File: src/rtl/assert_macros.svh
// assertion macros shared by the cache directory rtl
`ifndef ASSERT_MACROS_SVH
`define ASSERT_MACROS_SVH

// condition must never be true at a clock edge
`define ASSERT_NEVER(label, clk, rst, cond, msg) \
  label: assert property (@(posedge clk) disable iff (rst) !(cond)) else $error(msg);

// antecedent at one edge implies consequent at the next edge
`define ASSERT_NEXT(label, clk, rst, ante, cons, msg) \
  label: assert property (@(posedge clk) disable iff (rst) (ante) |=> (cons)) else $error(msg);

`endif

File: src/rtl/salru_pkg.sv
// shared types and constants for the lru cache directory
package salru_pkg;

  // parameter defaults
  localparam int MAX_SET_BITS_DEF = 5;
  localparam int MAX_WAYS_DEF     = 8;
  localparam int ADDR_WIDTH_DEF   = 64;
  localparam int COUNT_WIDTH_DEF  = 32;

  // fixed field widths
  localparam int STAMP_W     = 32;
  localparam int OUT_COUNT_W = 32;
  localparam int OP_W        = 2;
  localparam int IN_ADDR_W   = 64;
  localparam int IN_DATA_W   = 72;
  localparam int OUT_DATA_W  = 104;
  localparam int SET_BITS_W  = 3;
  localparam int WAYS_REG_W  = 4;
  localparam int OFFSET_W    = 6;
  localparam int CFG_IDX_W   = 2;
  localparam int CFG_DATA_W  = 6;

  // access kinds; the unused code behaves as a load
  typedef enum logic [OP_W-1:0] {
    OP_LOAD   = 2'd0,
    OP_STORE  = 2'd1,
    OP_MODIFY = 2'd2
  } op_t;

  // configuration register indexes
  typedef enum logic [CFG_IDX_W-1:0] {
    CFG_SET_BITS = 2'd0,
    CFG_WAYS     = 2'd1,
    CFG_OFFSET   = 2'd2
  } cfg_idx_t;

  // control sequencer states
  typedef enum logic [1:0] {
    ST_CLEAR,
    ST_IDLE,
    ST_LOOKUP
  } state_t;

  // outcome of one set lookup
  typedef struct packed {
    logic hit;
    logic evicted;
  } lookup_t;

endpackage

File: src/rtl/salru_way_sel.sv
// tag compare, victim choice and updated row for one set
module salru_way_sel import salru_pkg::*; #(
  parameter int MAX_WAYS   = 8,
  parameter int ADDR_WIDTH = 64,
  localparam int ENTRY_W   = 1 + ADDR_WIDTH + STAMP_W,
  localparam int ROW_W     = MAX_WAYS * ENTRY_W,
  localparam int WAYS_CNT_W = $clog2(MAX_WAYS + 1),
  localparam int WAY_W     = (MAX_WAYS > 1) ? $clog2(MAX_WAYS) : 1
) (
  input  logic [ROW_W-1:0]      row,
  input  logic [ADDR_WIDTH-1:0] tag,
  input  logic [WAYS_CNT_W-1:0] ways,
  input  logic [STAMP_W-1:0]    stamp_new,
  output lookup_t               look,
  output logic [ROW_W-1:0]      row_next
);

  logic                  ent_v     [MAX_WAYS];
  logic [ADDR_WIDTH-1:0] ent_tag   [MAX_WAYS];
  logic [STAMP_W-1:0]    ent_stamp [MAX_WAYS];
  logic [MAX_WAYS-1:0]   in_use;
  logic [MAX_WAYS-1:0]   match;
  logic [MAX_WAYS-1:0]   free;
  logic [MAX_WAYS-1:0]   oldest;
  logic [WAY_W-1:0]      hit_way;
  logic [WAY_W-1:0]      free_way;
  logic [WAY_W-1:0]      old_way;
  logic [WAY_W-1:0]      victim;

  // unpack ways and classify them
  always_comb begin
    for (int w = 0; w < MAX_WAYS; w++) begin
      ent_stamp[w] = row[w*ENTRY_W +: STAMP_W];
      ent_tag[w]   = row[w*ENTRY_W + STAMP_W +: ADDR_WIDTH];
      ent_v[w]     = row[w*ENTRY_W + ENTRY_W - 1];
      in_use[w]    = WAYS_CNT_W'(w) < ways;
      match[w]     = in_use[w] && ent_v[w] && (ent_tag[w] == tag);
      free[w]      = in_use[w] && !ent_v[w];
    end
  end

  // pairwise stamp compares: a way is oldest if strictly older than lower
  // ways and no newer than higher ways, which breaks ties toward way zero
  always_comb begin
    for (int w = 0; w < MAX_WAYS; w++) begin
      oldest[w] = in_use[w];
      for (int j = 0; j < MAX_WAYS; j++) begin
        if (in_use[j]) begin
          if (j < w) begin
            if (!(ent_stamp[w] < ent_stamp[j])) oldest[w] = 1'b0;
          end else if (j > w) begin
            if (ent_stamp[w] > ent_stamp[j]) oldest[w] = 1'b0;
          end
        end
      end
    end
  end

  // lowest-index pick among matching, free and oldest ways
  always_comb begin
    hit_way  = '0;
    free_way = '0;
    old_way  = '0;
    for (int w = MAX_WAYS - 1; w >= 0; w--) begin
      if (match[w])  hit_way  = WAY_W'(w);
      if (free[w])   free_way = WAY_W'(w);
      if (oldest[w]) old_way  = WAY_W'(w);
    end
  end

  // outcome and the row to write back
  always_comb begin
    look.hit     = |match;
    look.evicted = !(|match) && !(|free);
    if (|match) begin
      victim = hit_way;
    end else if (|free) begin
      victim = free_way;
    end else begin
      victim = old_way;
    end
    row_next = row;
    for (int w = 0; w < MAX_WAYS; w++) begin
      if (victim == WAY_W'(w)) begin
        row_next[w*ENTRY_W +: ENTRY_W] = {1'b1, tag, stamp_new};
      end
    end
  end

endmodule

File: config.mk
export PLATFORM = sky130hd
export DESIGN_NAME = salru_way_sel
export DESIGN_NICKNAME = d
export VERILOG_FILES = /design/src/rtl/assert_macros.svh /design/src/rtl/salru_pkg.sv /design/src/rtl/salru_way_sel.sv
export SDC_FILE = /design/constraint.sdc
export NUM_CORES = 2
export LEC_CHECK = 0
export CAP_MARGIN = 20
export CORE_AREA = 2 2 638 640
export DETAILED_ROUTE_END_ITERATION = 7
export DIE_AREA = 0 0 640 642
export DONT_BUFFER_PORTS = 1
export GPL_TIMING_DRIVEN = 1
export PLACE_DENSITY_LB_ADDON = 0.25
export SLEW_MARGIN = 30
export SYNTH_ARGS = -nofsm -noshare
export SYNTH_HDL_FRONTEND = slang
export SYNTH_SLANG_ARGS = --single-unit
export TNS_END_PERCENT = 10
File: constraint.sdc
create_clock -name vclk -period 6.9
set_clock_uncertainty 0.05 [all_clocks]
set_input_delay 0 -clock vclk [all_inputs]
set_output_delay 0 -clock vclk [all_outputs]
set_load 0.01 [all_outputs]
==> impl_metrics.env <==
export IMPL_postCtsHoldBufs=0
export IMPL_cap_violations=0
export IMPL_portBuffers=0
export IMPL_yosys_top_cells_count="ha_1 (868), mux2_2 (536), inv_1 (326), a21oi_1 (271), xnor2_1 (248)"
export IMPL_top_layer="met5"
export IMPL_status="finished with violations"
export IMPL_crit_type="input port to primary output"
export IMPL_routed_wl_met3_microns=49870
export IMPL_required_ns=6.85
export IMPL_seqPwrFrac_pct=0
export IMPL_cellLeakagePower_nw=17.65
export IMPL_setup_ws_ns=0.5445
export IMPL_post_synth_cell_area_avg_sq_um=8.379
export IMPL_drc=0
export IMPL_synthesis_area_sq_mm=0.03615
export IMPL_synth_nets=6058
export IMPL_violations="antenna violations"
export IMPL_slowest_stage="nor3b_1"
export IMPL_power_density_mw_per_mm2=68.67
export IMPL_antenna_found_initial=288
export IMPL_peakVddDrop_v=0.00005193
export IMPL_layout_cells_non_filler=9949
export IMPL_relSlewSlack_pct=25.91
export IMPL_design_seq_count=0
export IMPL_final_area_sq_mm=0.04444
export IMPL_grt_max_degree=59
export IMPL_grt_first_pass_wirelength_microns=611700
export IMPL_synth_top_area_share_pct=30.04
export IMPL_synth_area_leaders="ha_1 (30%), mux2_2 (17%), xnor2_1 (6.0%)"
export IMPL_dp_hpwl_microns=449200
export IMPL_drive_gt1_share_pct=20.46
export IMPL_placed_area_sq_mm=0.04381
export IMPL_cts_resized=0
export IMPL_die_area_sq_mm=0.4109
export IMPL_wirelength_microns=524300
export IMPL_wl_met2_microns=263900
export IMPL_multi_input_area_sq_mm=0.03413
export IMPL_post_route_period_util_pct=92.11
export IMPL_syn_to_final_growth_pct=22.95
export IMPL_nets=6018
export IMPL_ios=1654
export IMPL_die_w_microns=640
export IMPL_rsz0062_at_grt="no"
export IMPL_post_place_ws_ns=0.6325
export IMPL_avgViaCountPerCell=4.306
export IMPL_start_kind="input port"
export IMPL_total_power_w=0.003052
export IMPL_core_area_sq_mm=0.4043
export IMPL_yosys_area_top_type="ha_1"
export IMPL_grt_pass1_vias=38880
export IMPL_vias=42840
export IMPL_n_clock_buffer=0
export IMPL_finalWorstPathRequiredPeriod_ns=6.356
export IMPL_p_comb_share_pct=100.0
export IMPL_grt_total_usage_pct=24.28
export IMPL_dr_pass1_iters=6
export IMPL_synth_cell_type_count=88
export IMPL_ys_seq_area_share_pct=0
export IMPL_post_synth_top_count_cell="ha_1"
export IMPL_die_h_microns=642
export IMPL_postCtsSetupBuffers=0
export IMPL_finalWeightedCongestion=1.027
export IMPL_drt_iter0_drc=5552
export IMPL_fp_row_count=234
export IMPL_final_hold_violation_count=0
export IMPL_setup_viol=0
export IMPL_synth_warnings=0
export IMPL_clkPwrFrac_pct=0
export IMPL_hold_class="input port to primary output"
export IMPL_fmax_ghz=0.1573
export IMPL_p_sw_w=0.001870
export IMPL_overflow=0
export IMPL_arrival_ns=6.31
export IMPL_path_cells="or2_1, a21oi_4, nor4_1, nand4_1, or4_1, nor3b_1, nand3b_1, nor4b_2, a211oi_4, nor3_4, buf_12, mux2i_1, buf_4"
export IMPL_start_util_pct=8.940
export IMPL_placed_cells=9700
export IMPL_crit_fanout=41
export IMPL_intPower_w=0.001181
export IMPL_seq_area_sq_um=0
export IMPL_tightest_slew_ns=1.108
export IMPL_critPathMaxStageDelay_ns=0.77
export IMPL_fill_cells=46660
export IMPL_drt_met1_wl_microns=173100
export IMPL_drtAntennaViolNets=1
export IMPL_drv_slew=0
export IMPL_wl_per_cell_microns=52.70
export IMPL_synth_cells=4314
export IMPL_switching_share_pct=61.29
export IMPL_cp_end_kind="primary output"
[worst max-delay path: cells and delay by family]
kind / cells / cell delay, ns
simple gates: 8 / 4.01
buf+inv: 2 / 0.60
compound gates: 2 / 0.93
mux: 1 / 0.64
[power by group through the flow]
stage	Sequential (W)	Clock [W]	Combinational (W)
after floorplan	0	0	0.00197
after global placement	0	0	0.00298
after detailed placement	0	0	0.00303
after CTS	0	0	0.00304
after global routing	0	0.00000000259	0.00325
final	0	0.00000000442	0.00305
[cells in the final DEF, fill, tap and decap left out, types with 19 or more instances in the layout]
cell,instances
nand3_1,65
nor2b_1,56
nor2_1,121
a211oi_1,50
o21ai_0,126
ha_1,868
nand4_1,192
xnor2_1,241
mux2i_1,36
o22ai_1,56
a221oi_1,28
nor3_1,38
mux2_4,92
buf_12,33
nand2_1,186
and4_1,31
nor4_1,65
a21oi_1,271
xor2_1,151
o211ai_1,20
inv_1,326
diode_2,249
buf_4,132
mux2_1,99
mux2_2,536
a2111oi_0,19
a21o_1,95
nand2b_1,48
o21a_1,21
[stage by stage]
step	hold slack (ns)	utilization [%]	setup TNS, ns
2_1_floorplan	0.05652	-	0
3_3_place_gp	0.09012	10.80	-180.55
3_5_place_dp	0.08815	10.83	0
4_1_cts	0.08815	10.83	0
5_1_grt	0.09024	10.92	0
6_report	0.08691	10.99	0
[worst paths after layout]
| path | slack [ns] | cells past startpoint | from | to |
|---|---|---|---|---|
| max | 0.54 | 13 | ways[3] | row_next[568] |
| min | 0.09 | 1 | row[676] | row_next[676] |
[routing by layer]
layer | GRT usage, % | vias up
li1 | - | 16520
met1 | 24.10 | 21530
met2 | 43.16 | 3756
met3 | 8.016 | 971
met4 | 15.76 | 70
met5 | 0 | -
[logic make-up after synthesis]
logic type,after synthesis,share of synthesized area [%]
AO/OA/AOI/OAI,848,15.45
XOR/XNOR,402,9.740
adder cells (fa/ha/maj),868,30.05
buffers and inverters,537,6.487
multiplexers,768,24.74
AND/OR/NAND/NOR,891,13.54
[cell type report]
cell class	count	share of cell area, %
inverter	328	2.770
antenna	249	1.402
tap	5428	15.28
multi-input combinational	3777	76.79
timing repair buffer	167	3.753
Note: power is estimated with default switching activity, not from simulation.
